## src/rtl/rtpif_pkg.sv

```systemverilog
// Shared types and constants for the RTP H.264 I-frame filter.
package rtpif_pkg;

    localparam int unsigned TS_W     = 32;
    localparam int unsigned NAL_W    = 5;
    localparam int unsigned POS_W    = 5;
    localparam int unsigned SKIP_W   = 16;
    localparam int unsigned DATA_W   = 8;
    localparam int unsigned PDATA_W  = 32;
    localparam int unsigned PADDR_W  = 3;

    localparam logic [NAL_W-1:0] NAL_TYPE_MASK = NAL_W'((1 << NAL_W) - 1);
    localparam logic [NAL_W-1:0] NAL_IDR       = NAL_W'(5);
    localparam logic [NAL_W-1:0] NAL_SPS       = NAL_W'(7);
    localparam logic [NAL_W-1:0] NAL_PPS       = NAL_W'(8);
    localparam logic [NAL_W-1:0] NAL_STAP_A    = NAL_W'(24);
    localparam logic [NAL_W-1:0] NAL_FU_A      = NAL_W'(28);

    localparam logic [POS_W-1:0] MIN_PACKET_LEN = POS_W'(16);
    localparam logic [POS_W-1:0] TS_FIRST_POS   = POS_W'(4);
    localparam logic [POS_W-1:0] TS_LAST_POS    = POS_W'(7);
    localparam logic [POS_W-1:0] NAL_BYTE_POS   = POS_W'(12);
    localparam logic [POS_W-1:0] FU_BYTE_POS    = POS_W'(13);

    // register index, taken from paddr[2]
    localparam logic REG_SKIP_COUNT = 1'b0;
    localparam logic [SKIP_W-1:0] SKIP_COUNT_RESET = SKIP_W'(1);

    // one classified packet, front to back
    typedef struct packed {
        logic            short_pkt;
        logic            is_idr;
        logic            pass;
        logic [TS_W-1:0] timestamp;
    } pkt_req_t;

endpackage

```

## src/rtl/rtp_h264_iframe_filter_core.sv

```systemverilog
// A packet's decision is queued when its last byte is accepted, then popped into
// the registered outputs. Throughput: one byte per cycle while in_stall is low;
// each packet's decision request passes a QUEUE_DEPTH-entry queue; in_stall rises only when that queue is full.
// Reset (rst_n, async, active low) clears position, collected fields, I-frame
// phase and history, and sets skip_count to 1.
module rtp_h264_iframe_filter_core
#(
    parameter int unsigned QUEUE_DEPTH = 2
)
(
    input  logic                               clk,
    input  logic                               rst_n,
    input  logic                               in_valid,
    output logic                               in_stall,
    input  logic [rtpif_pkg::DATA_W-1:0]       data_byte,
    input  logic                               last_byte,
    output logic                               out_valid,
    input  logic                               out_stall,
    output logic                               forward,
    output logic                               is_iframe,
    output logic                               short_packet,
    input  logic                               psel,
    input  logic                               penable,
    input  logic                               pwrite,
    input  logic [rtpif_pkg::PADDR_W-1:0]      paddr,
    input  logic [rtpif_pkg::PDATA_W-1:0]      pwdata,
    output logic [rtpif_pkg::PDATA_W-1:0]      prdata,
    output logic                               pready
);

    logic                          accept;
    logic                          push;
    logic                          pop;
    logic                          q_empty;
    logic                          q_full;
    rtpif_pkg::pkt_req_t           push_req;
    rtpif_pkg::pkt_req_t           head;
    logic [rtpif_pkg::SKIP_W-1:0]  skip_count_reg;
    logic                          reg_sel;

    assign pready   = 1'b1;
    assign reg_sel  = (paddr[2] == rtpif_pkg::REG_SKIP_COUNT);
    assign prdata   = reg_sel ? rtpif_pkg::PDATA_W'(skip_count_reg) : '0;

    always_ff @(posedge clk or negedge rst_n)
    begin
        if (!rst_n)
        begin
            skip_count_reg <= rtpif_pkg::SKIP_COUNT_RESET;
        end
        else if (psel && penable && pwrite && pready && reg_sel)
        begin
            skip_count_reg <= pwdata[rtpif_pkg::SKIP_W-1:0];
        end
    end

    assign in_stall = q_full;
    assign accept   = in_valid && !in_stall;

    rtpif_front u_front
    (
        .clk       (clk),
        .rst_n     (rst_n),
        .accept    (accept),
        .data_byte (data_byte),
        .last_byte (last_byte),
        .push      (push),
        .push_req  (push_req)
    );

    rtpif_queue #(.DEPTH(QUEUE_DEPTH)) u_queue
    (
        .clk      (clk),
        .rst_n    (rst_n),
        .push     (push),
        .push_req (push_req),
        .pop      (pop),
        .head     (head),
        .empty    (q_empty),
        .full     (q_full)
    );

    rtpif_back u_back
    (
        .clk          (clk),
        .rst_n        (rst_n),
        .skip_count   (skip_count_reg),
        .head         (head),
        .empty        (q_empty),
        .pop          (pop),
        .out_valid    (out_valid),
        .out_stall    (out_stall),
        .forward      (forward),
        .is_iframe    (is_iframe),
        .short_packet (short_packet)
    );

    // a packet decision lands in the queue on the edge its last byte is taken
    a_push_lands: assert property (@(posedge clk) disable iff (!rst_n)
        accept && last_byte |=> !q_empty)
        else $error("packet request lost between front and queue");

    a_no_overflow: assert property (@(posedge clk) disable iff (!rst_n)
        !(push && q_full && !pop))
        else $error("request pushed into full queue");

    a_short_passes: assert property (@(posedge clk) disable iff (!rst_n)
        out_valid && short_packet |-> forward && !is_iframe)
        else $error("short packet not passed unparsed");

endmodule

```

## src/rtl/rtpif_front.sv

```systemverilog
// Byte parser: tracks position, collects timestamp and NAL types, classifies packets.
module rtpif_front
(
    input  logic                               clk,
    input  logic                               rst_n,
    input  logic                               accept,
    input  logic [rtpif_pkg::DATA_W-1:0]       data_byte,
    input  logic                               last_byte,
    output logic                               push,
    output rtpif_pkg::pkt_req_t                push_req
);

    logic [rtpif_pkg::POS_W-1:0] pos_reg, pos_next;
    logic [rtpif_pkg::TS_W-1:0]  ts_reg, ts_next;
    logic [rtpif_pkg::NAL_W-1:0] outer_reg, outer_next;
    logic [rtpif_pkg::NAL_W-1:0] inner_reg, inner_next;
    logic [rtpif_pkg::NAL_W-1:0] sel_type;
    logic                        stap;

    always_comb
    begin
        ts_next    = ts_reg;
        outer_next = outer_reg;
        inner_next = inner_reg;
        if (pos_reg >= rtpif_pkg::TS_FIRST_POS && pos_reg <= rtpif_pkg::TS_LAST_POS)
        begin
            ts_next = {ts_reg[rtpif_pkg::TS_W-rtpif_pkg::DATA_W-1:0], data_byte};
        end
        else if (pos_reg == rtpif_pkg::NAL_BYTE_POS)
        begin
            outer_next = data_byte[rtpif_pkg::NAL_W-1:0] & rtpif_pkg::NAL_TYPE_MASK;
        end
        else if (pos_reg == rtpif_pkg::FU_BYTE_POS)
        begin
            inner_next = data_byte[rtpif_pkg::NAL_W-1:0] & rtpif_pkg::NAL_TYPE_MASK;
        end

        if (last_byte)
        begin
            pos_next = '0;
        end
        else if (pos_reg < rtpif_pkg::MIN_PACKET_LEN)
        begin
            pos_next = pos_reg + 1'b1;
        end
        else
        begin
            pos_next = pos_reg;
        end
    end

    // FU-A looks at the inner type; STAP-A always passes
    always_comb
    begin
        stap     = (outer_next == rtpif_pkg::NAL_STAP_A);
        sel_type = (outer_next == rtpif_pkg::NAL_FU_A) ? inner_next : outer_next;
    end

    assign push                = accept && last_byte;
    assign push_req.short_pkt  = (pos_reg < rtpif_pkg::MIN_PACKET_LEN - 1'b1);
    assign push_req.is_idr     = !stap && (sel_type == rtpif_pkg::NAL_IDR);
    assign push_req.pass       = stap || sel_type == rtpif_pkg::NAL_IDR
                                 || sel_type == rtpif_pkg::NAL_SPS
                                 || sel_type == rtpif_pkg::NAL_PPS;
    assign push_req.timestamp  = ts_next;

    always_ff @(posedge clk or negedge rst_n)
    begin
        if (!rst_n)
        begin
            pos_reg   <= '0;
            ts_reg    <= '0;
            outer_reg <= '0;
            inner_reg <= '0;
        end
        else if (accept)
        begin
            pos_reg   <= pos_next;
            ts_reg    <= ts_next;
            outer_reg <= outer_next;
            inner_reg <= inner_next;
        end
    end

endmodule

```

## src/rtl/rtpif_queue.sv

```systemverilog
// Small FIFO of classified packet requests between parser and decision logic.
module rtpif_queue
#(
    parameter int unsigned DEPTH = 2
)
(
    input  logic                clk,
    input  logic                rst_n,
    input  logic                push,
    input  rtpif_pkg::pkt_req_t push_req,
    input  logic                pop,
    output rtpif_pkg::pkt_req_t head,
    output logic                empty,
    output logic                full
);

    localparam int unsigned PTR_W = (DEPTH > 1) ? $clog2(DEPTH) : 1;
    localparam int unsigned CNT_W = $clog2(DEPTH + 1);

    rtpif_pkg::pkt_req_t mem [DEPTH];

    logic [PTR_W-1:0] wr_ptr_reg, wr_ptr_next;
    logic [PTR_W-1:0] rd_ptr_reg, rd_ptr_next;
    logic [CNT_W-1:0] count_reg, count_next;

    assign empty = (count_reg == '0);
    assign full  = (count_reg == CNT_W'(DEPTH));
    assign head  = mem[rd_ptr_reg];

    always_comb
    begin
        wr_ptr_next = wr_ptr_reg;
        rd_ptr_next = rd_ptr_reg;
        count_next  = count_reg;
        if (push)
        begin
            wr_ptr_next = (wr_ptr_reg == PTR_W'(DEPTH - 1)) ? '0 : wr_ptr_reg + 1'b1;
        end
        if (pop)
        begin
            rd_ptr_next = (rd_ptr_reg == PTR_W'(DEPTH - 1)) ? '0 : rd_ptr_reg + 1'b1;
        end
        if (push && !pop)
        begin
            count_next = count_reg + 1'b1;
        end
        else if (pop && !push)
        begin
            count_next = count_reg - 1'b1;
        end
    end

    always_ff @(posedge clk)
    begin
        if (push)
        begin
            mem[wr_ptr_reg] <= push_req;
        end
    end

    always_ff @(posedge clk or negedge rst_n)
    begin
        if (!rst_n)
        begin
            wr_ptr_reg <= '0;
            rd_ptr_reg <= '0;
            count_reg  <= '0;
        end
        else
        begin
            wr_ptr_reg <= wr_ptr_next;
            rd_ptr_reg <= rd_ptr_next;
            count_reg  <= count_next;
        end
    end

endmodule

```

## src/rtl/rtpif_back.sv

```systemverilog
// Decision stage: I-frame phase tracking and registered result output.
module rtpif_back
(
    input  logic                              clk,
    input  logic                              rst_n,
    input  logic [rtpif_pkg::SKIP_W-1:0]      skip_count,
    input  rtpif_pkg::pkt_req_t               head,
    input  logic                              empty,
    output logic                              pop,
    output logic                              out_valid,
    input  logic                              out_stall,
    output logic                              forward,
    output logic                              is_iframe,
    output logic                              short_packet
);

    logic                              out_valid_reg, out_valid_next;
    logic                              fwd_reg, fwd_next;
    logic                              idr_reg, idr_next;
    logic                              short_reg, short_next;
    logic                              seen_reg, seen_next;
    logic [rtpif_pkg::SKIP_W-1:0]      phase_reg, phase_next;
    logic [rtpif_pkg::TS_W-1:0]        last_ts_reg, last_ts_next;
    logic [rtpif_pkg::SKIP_W-1:0]      skip_eff;
    logic [rtpif_pkg::SKIP_W:0]        phase_inc;

    assign pop = !empty && (!out_valid_reg || !out_stall);

    always_comb
    begin
        skip_eff  = (skip_count == '0) ? rtpif_pkg::SKIP_W'(1) : skip_count;
        phase_inc = {1'b0, phase_reg} + 1'b1;

        out_valid_next = out_valid_reg && out_stall;
        fwd_next       = fwd_reg;
        idr_next       = idr_reg;
        short_next     = short_reg;
        seen_next      = seen_reg;
        phase_next     = phase_reg;
        last_ts_next   = last_ts_reg;

        if (pop)
        begin
            out_valid_next = 1'b1;
            short_next     = head.short_pkt;
            idr_next       = !head.short_pkt && head.is_idr;
            fwd_next       = head.short_pkt || head.pass;
            if (!head.short_pkt && head.is_idr)
            begin
                if (!seen_reg)
                begin
                    seen_next    = 1'b1;
                    phase_next   = '0;
                    last_ts_next = head.timestamp;
                end
                else if (last_ts_reg != head.timestamp)
                begin
                    // wrap also catches a phase left above a lowered skip count
                    phase_next   = (phase_inc >= {1'b0, skip_eff}) ? '0
                                   : phase_inc[rtpif_pkg::SKIP_W-1:0];
                    last_ts_next = head.timestamp;
                end
                fwd_next = (phase_next == '0);
            end
        end
    end

    always_ff @(posedge clk)
    begin
        fwd_reg   <= fwd_next;
        idr_reg   <= idr_next;
        short_reg <= short_next;
    end

    always_ff @(posedge clk or negedge rst_n)
    begin
        if (!rst_n)
        begin
            out_valid_reg <= 1'b0;
            seen_reg      <= 1'b0;
            phase_reg     <= '0;
            last_ts_reg   <= '0;
        end
        else
        begin
            out_valid_reg <= out_valid_next;
            seen_reg      <= seen_next;
            phase_reg     <= phase_next;
            last_ts_reg   <= last_ts_next;
        end
    end

    assign out_valid    = out_valid_reg;
    assign forward      = fwd_reg;
    assign is_iframe    = idr_reg;
    assign short_packet = short_reg;

endmodule
```

## config.mk

```make
export PLATFORM = sky130hd
export DESIGN_NAME = rtp_h264_iframe_filter_core
export DESIGN_NICKNAME = d
export VERILOG_FILES = /design/src/rtl/rtpif_pkg.sv /design/src/rtl/rtp_h264_iframe_filter_core.sv /design/src/rtl/rtpif_front.sv /design/src/rtl/rtpif_queue.sv /design/src/rtl/rtpif_back.sv
export SDC_FILE = /design/constraint.sdc
export NUM_CORES = 1
export LEC_CHECK = 0
export ABC_CLOCK_PERIOD_IN_PS = 6670
export BUFFER_PORTS_ARGS = -buffer_cell sky130_fd_sc_hd__buf_2
export CORE_ASPECT_RATIO = 1.4
export CORE_UTILIZATION = 60
export CTS_BUF_LIST = sky130_fd_sc_hd__clkbuf_16
export CTS_CLUSTER_DIAMETER = 80
export DETAILED_ROUTE_END_ITERATION = 7
export MAX_ROUTING_LAYER = met4
export PLACE_DENSITY = 0.84
export SKIP_CTS_REPAIR_TIMING = 1
export SYNTH_ARGS = -nofsm -noshare
export SYNTH_HDL_FRONTEND = slang
export SYNTH_SLANG_ARGS = --single-unit
```

## constraint.sdc

```tcl
create_clock -name clk -period 6.67 [get_ports clk]
set_input_delay 0.3335 -clock clk [delete_from_list [all_inputs] [get_ports clk]]
set_output_delay 0.3335 -clock clk [all_outputs]
set_load 0.005 [all_outputs]
```

==> results of run 1 <==
[path summary, 6_finish.rpt]
kind | from | to | slack, ns
max in group asynchronous | rst_n | u_queue.rd_ptr_reg | 4.80
worst max register to register | u_back.phase_reg[0] | u_back.phase_reg[0] | 2.62
worst max-delay path | u_back.phase_reg[0] | u_back.phase_reg[0] | 2.62
min in group asynchronous | rst_n | u_back.last_ts_reg[20] | 0.45
worst min register to register | u_front.ts_reg[29] | u_front.ts_reg[29] | 0.48
worst min-delay path | out_stall | u_back.out_valid | 0.12
[power by group through the flow]
stage / logic (mW) / registers (mW) / clock network (mW)
6_report: 0.934 / 1.69 / 0.990
5_1_grt: 1.04 / 1.72 / 1.05
4_1_cts: 0.944 / 1.69 / 1.00
3_5_place_dp: 0.932 / 1.71 / 0
3_3_place_gp: 0.889 / 1.69 / 0
2_1_floorplan: 0.745 / 1.64 / 0
[worst max-delay path, stage by stage, from the launching register on]
cell and delay, ns:
dfrtp_1 0.47, ha_1 0.26, nand2_1 0.06, or2_2 0.33, nor2_1 0.26, nand4_1 0.15
xnor2_1 0.27, ha_1 0.30, a21oi_1 0.15, nor2b_1 0.06, o21ai_0 0.16, nand3_1 0.13
a2111oi_2 0.78, and3_4 0.41, mux2_2 0.19
[cell usage in the layout, fill, tap and decap left out, drive strengths merged, types with 2 or more instances in the layout]
cell / count
and3: 4
clkinvlp: 2
mux2i: 33
or3: 2
a21o: 2
or4: 3
o31ai: 2
nand2b: 8
a21oi: 11
nand4: 6
nand3: 11
xor2: 6
a222oi: 2
nor2: 35
inv: 36
clkbuf: 17
nor3: 7
xnor2: 44
clkinv: 2
conb: 17
nor4: 17
nor4bb: 2
a22o: 16
nand4b: 2
ha: 21
o21ai: 48
edfxtp: 73
buf: 60
nor2b: 3
mux2: 58
nand2: 159
dfrtp: 116
and4: 3
[per-layer routing]
layer / track usage / vias to the layer above
met4: 0.100 / 0
met3: 0.0390 / 41
li1: - / 2830
met2: 0.436 / 132
met1: 0.274 / 2901
met5: - / -
[per-stage QoR]
stage	instances	setup WS, ns	power [mW]	cell area, um2
floorplan	802	3.37	2.38	9050
global placement	1003	2.76	2.58	9320
detailed placement	1003	2.70	2.64	9320
CTS	1035	2.64	3.64	9900
global route	1036	2.38	3.80	9910
finish	1036	2.62	3.61	9910
[cell families after synthesis]
kind of cell,after synthesis,share of synthesized area
adder cells (fa/ha/maj),21,0.0292
AND/OR/NAND/NOR,265,0.131
flip-flops,190,0.569
multiplexers,91,0.109
AO/OA/AOI/OAI,94,0.0670
buffers and inverters,74,0.0446
other,2,0.000835
XOR/XNOR,50,0.0487
[area by class of cell]
type                            count  area share
Multi-Input combinational cell    538       0.358
Clock inverter                     15      0.0154
Inverter                           26     0.00985
Clock buffer                       17      0.0429
Timing Repair Buffer               61      0.0333
Sequential cell                   190       0.517
Tap cell                          189      0.0239
==> results.yml, run 1 <==
routing:
  route.detailed.drc: 0
  drt_iter0_drc: 368
  drt_pre_antenna_iters: 5
  dr_wl_met3_um: 498
  wirelength_mm: 17.4
  wl_met2_mm: 9.50
  wire_per_inst_um: 16.8
  top_layer_used: "met4"
  viasPerCell: 5.70
  antenna_left: 0
  detail_route.wirelength.met1_mm: 6.98
  num_vias: 5904
logic_synthesis:
  ys_seq_area_frac: 0.569
  yosys_warnings: 0
  avgSynthCellArea_um2: 11.4
  syn-cell-area_mm2: 0.00900
  synthTopCellsByCount: "nand2_1 (159), dfrtp_1 (116), edfxtp_1 (73)"
  yosysMostFrequentCell: "nand2_1"
  synthTopCellsByArea: "dfrtp_1 (32%), edfxtp_1 (24%), mux2_2 (7.3%), nand2_1 (6.6%), xnor2_1 (4.3%)"
  ys_seq_elements: 190
  synth_top_area_frac: 0.323
  synthCells: 787
  synthDistinctLibCells: 53
  synth_top_cell_by_area: "dfrtp_1"
  async_flop_share: 0.616
  synth_edf_count: 73
  ys.flop_type: "dfrtp_1"
power_and_ir_drop:
  p_seq_frac: 0.467
  clock_power_share: 0.274
  ir_drop_mv: 0.311
  switchingPower_mw: 1.17
  power.share.combinational: 0.259
  p_leak_nw: 4.43
  p_int_mw: 2.44
  pwr_density_cell_mw_per_mm2: 364
  swShare: 0.324
timing:
  slew-limit-headroom: 0.247
  fin_hold_ws_ns: 0.117
  timing.final.crit_period_ns: 4.05
  setup_viol: 0
  hold_viol: 0
  period_share: 0.607
  worst_slew_pin_slew_ns: 1.13
  fmax_ghz: 0.247
  slew_violations: 0
  tns_ns: 0
  finalClockSkew_ns: 0.00822
  grt_setup_unrepaired: "false"
cells_and_area:
  nets: 906
  multi_input_area_mm2: 0.00354
  drive_gt1_frac: 0.187
  fillCellCount: 1063
  synthToLayoutAreaGrowth_pct: 10.1
  fin_util: 0.680
  seq_area_mm2: 0.00512
  diodes: 0
  largest_reg_flops: 70
die:
  dieArea_mm2: 0.0155
  initial_core_util: 0.617
  die_x_um: 106
  chipHeight_um: 147
  num_rows: 52
  io-pin-count: 89
  core_mm2: 0.0146
clocking:
  clkLatencyLatePin_ns: 0.43
  clockBufferDepth: 2
  cts_tree: "yes"
  cts_buffers: 17
  htreeDepth: 4
  cts.clk_slew.worst_paths_ns: 0.07
  clock-sinks: 190
  clockRootBuffer: "clkbuf_16"
run_status:
  status: "finished, final reports clean"
global_route:
  antenna_found_initial: 0
  grt_pass1_vias: 5961
  grt_start_max_net_pins: 81
  grt_use_total: 0.245
  grt_pass1_wl_mm: 28.5
  gr-total-overflow: 0
placement:
  place.port_buffers: 53
  dpl.hpwl_mm: 11.4
  gp_congestion: 0.885
worst_setup_path:
  r2r_cells: 14
  crit_arrival_ns: 4.41
  start_kind: "register"
  cp_data_required_time_ns: 7.04
  critPathMaxFanout: 13
  critPathKind: "reg -> reg"
  cp-end-kind: "register"
hold_path:
  hold_path_class: "in -> reg"
  whs_path_depth: 3
flow_run:
  max-cap-violations: 0
Note: power is estimated with default switching activity, not from simulation.
==> run 2: changes to the inputs <==
ABC_AREA = 1   (was default)
ABC_CLOCK_PERIOD_IN_PS = 3900   (was 6670)
clock period = 3.9 ns   (was 6.67 ns; I/O delays follow)
==> run 2 against run 1 <==
  * The run now ends with hold timing left
  * Worst setup slack got worse by 2.3 ns
  * Utilization fell by 0.97 points
  * Sequential cell count did not move
  * Global-route usage rose by 1.8 points
  * Critical endpoint is now u_back.forward
  * Largest power group unchanged
  * Highest routed layer unchanged
==> results.yml, run 2 <==
run_status:
  status: "finished with violations"
  violations: "hold timing"
worst_setup_path:
  crit_end: "u_back.forward"
  critPathTopFamily: "simple AND/OR/NAND/NOR gates"
  crit_start: "u_back.phase_reg[0]"
  cp_data_required_time_ns: 4.09
  crit_chain: "ha_1 > nand2_1 > nor2_1 > nand3_1 > nor3_1 > xnor2_1 > inv_1 > ha_1 > a21o_1 > o21bai_1 > nand2_1 > nor2_1 > nor2_1 > nor2_4 > and2_1 > o31ai_1 > nand3_1 > nand2_1"
  r2r-end: "u_back.forward"
  reg2reg_slack_ns: 0.35
  critical_path_buf_inv_count: 1
  critPathMaxFanout: 8
  start_kind: "register"
  r2r_cells: 18
  worstReg2RegStart: "u_back.phase_reg[0]"
  cp_slowest_stage_delay_ns: 0.43
  crit_arrival_ns: 3.74
  critPathKind: "reg -> reg"
  cpMaxStageDelayCell: "dfrtp_1"
  critical_path_depth: 18
  cp-end-kind: "register"
logic_synthesis:
  synth_top_family_by_area: "simple AND/OR/NAND/NOR gates"
  synth_edf_count: 73
  synth_top_cell_by_area: "dfrtp_1"
  ys.flop_type: "dfrtp_1"
  async_flop_share: 0.616
  synthSimpleGateAreaFrac: 0.238
  synth_top_area_frac: 0.305
  avgSynthCellArea_um2: 8.37
  synthCells: 1137
  yosysMostFrequentCell: "nand2_1"
  synthTopCellsByArea: "dfrtp_1 (31%), edfxtp_1 (23%), nand2_1 (15%), inv_1 (5.1%), nand3_1 (3.8%)"
  synth_compound_area_frac: 0.0916
  synthMuxAreaShare: 0
  synth_xor_area_frac: 0.0157
  ys_seq_elements: 190
  synthDistinctLibCells: 40
  synthAdderAreaFrac: 0.0276
  syn-cell-area_mm2: 0.00951
  synthTopCellsByCount: "nand2_1 (373), inv_1 (129), dfrtp_1 (116)"
  yosys_warnings: 0
  ys_seq_area_frac: 0.538
timing:
  slew_violations: 0
  setup_viol: 0
  worst_slew_pin_slew_ns: 1.12
  fmax_ghz: 0.282
  grt_setup_unrepaired: "false"
  timing.final.crit_period_ns: 3.55
  tns_ns: 0
  slew-limit-headroom: 0.253
  period_share: 0.911
  fin_hold_ws_ns: -0.00925
  hold_viol: 3
  finalClockSkew_ns: 0.0120
global_route:
  grtUsageMet3: 0.0426
  grt_pass1_vias: 7159
  antenna_found_initial: 0
  grt_start_max_net_pins: 72
  use_met1: 0.291
  gr-total-overflow: 0
  grt_pass1_wl_mm: 32.1
  use_met2: 0.465
  grt_use_total: 0.263
  grt.busiest_layer: "met2"
placement:
  place.port_buffers: 53
  gp_congestion: 0.890
  dpl.hpwl_mm: 13.3
  place_area_mm2: 0.00986
cells_and_area:
  nets: 1252
  final_area_mm2: 0.0104
  fin_util: 0.670
  drive_gt1_frac: 0.0889
  largest_reg_flops: 70
  final_common_cell: "nand2_1"
  synthToLayoutAreaGrowth_pct: 9.51
  final_cell_mix: "nand2_1 (373), inv_1 (131), dfrtp_1 (116)"
  diodes: 0
die:
  io-pin-count: 89
  core_mm2: 0.0155
  initial_core_util: 0.612
  die_x_um: 108
  chipHeight_um: 151
  dieArea_mm2: 0.0164
  num_rows: 54
routing:
  num_vias: 7445
  wire_per_inst_um: 14.1
  viasPerCell: 5.36
  drt_pre_antenna_iters: 7
  wirelength_mm: 19.6
  drt_iter0_drc: 529
  antenna_left: 0
  route.detailed.drc: 0
clocking:
  clkLatencyLatePin_ns: 0.44
  clockBufferDepth: 2
  htreeDepth: 4
  cts.clk_slew.worst_paths_ns: 0.07
  cts_tree: "yes"
  clock-sinks: 190
  cts_buffers: 17
  clockRootBuffer: "clkbuf_16"
power_and_ir_drop:
  p_leak_nw: 4.95
  ir_drop_mv: 0.436
  pwr_density_cell_mw_per_mm2: 672
hold_path:
  hold_path_class: "in -> reg"
flow_run:
  max-cap-violations: 0
[run 2: cell families after synthesis]
family	Yosys count
AND/OR/NAND/NOR	557
flip-flops	190
buffers and inverters	186
AO/OA/AOI/OAI	164
adder cells (fa/ha/maj)	21
XOR/XNOR	17
other	2
[run 2: worst min-delay path by stage]
stage,cells past startpoint,start,endpoint
2_1_floorplan,0,rst_n,skip_count_reg[10]
3_3_place_gp,1,rst_n,u_back.last_ts_reg[20]
3_5_place_dp,1,rst_n,u_back.last_ts_reg[20]
4_1_cts,1,rst_n,u_back.last_ts_reg[20]
5_1_grt,3,pwdata[0],skip_count_reg[0]
6_report,3,pwdata[0],skip_count_reg[0]
[run 2: metal layers]
| layer | up-vias | wire length, um |
|---|---|---|
| li1 | 3714 | - |
| met1 | 3506 | 8010 |
| met2 | 178 | 10400 |
| met3 | 47 | 731 |
| met4 | 0 | 482 |
| met5 | - | 0 |
[run 2: where the power goes]
part	leakage, nW	switching [mW]	internal, mW	total, mW
logic	2.52	1.57	0.758	2.33
registers	2.15	0.296	2.74	3.04
clock network	0.280	0.757	0.877	1.63
[run 2: cell type report]
class                           count  area (um2)
Fill cell                        1263        5120
Sequential cell                   190        5120
Multi-Input combinational cell    776        3650
Inverter                          132         498
Clock buffer                       17         425
Timing Repair Buffer               63         358
Tap cell                          196         245
Clock inverter                     15         123
[run 2: worst register-to-register path: cells and delay by family (launching register included)]
kind            cells  cell delay (ns)
buf+inv             1             0.08
fa+ha+maj           2             0.52
simple gates       11             1.67
compound gates      3             0.47
flops               1             0.43
xor+xnor            1             0.15
[run 2: metrics by stage]
| step | total power, mW | worst slack, ns | cells |
|---|---|---|---|
| floorplan | 4.77 | 0.878 | 1152 |
| global placement | 5.23 | 0.489 | 1356 |
| detailed placement | 5.37 | 0.428 | 1356 |
| CTS | 7.02 | 0.383 | 1388 |
| global route | 7.49 | 0.0671 | 1389 |
| finish | 7.00 | 0.348 | 1389 |
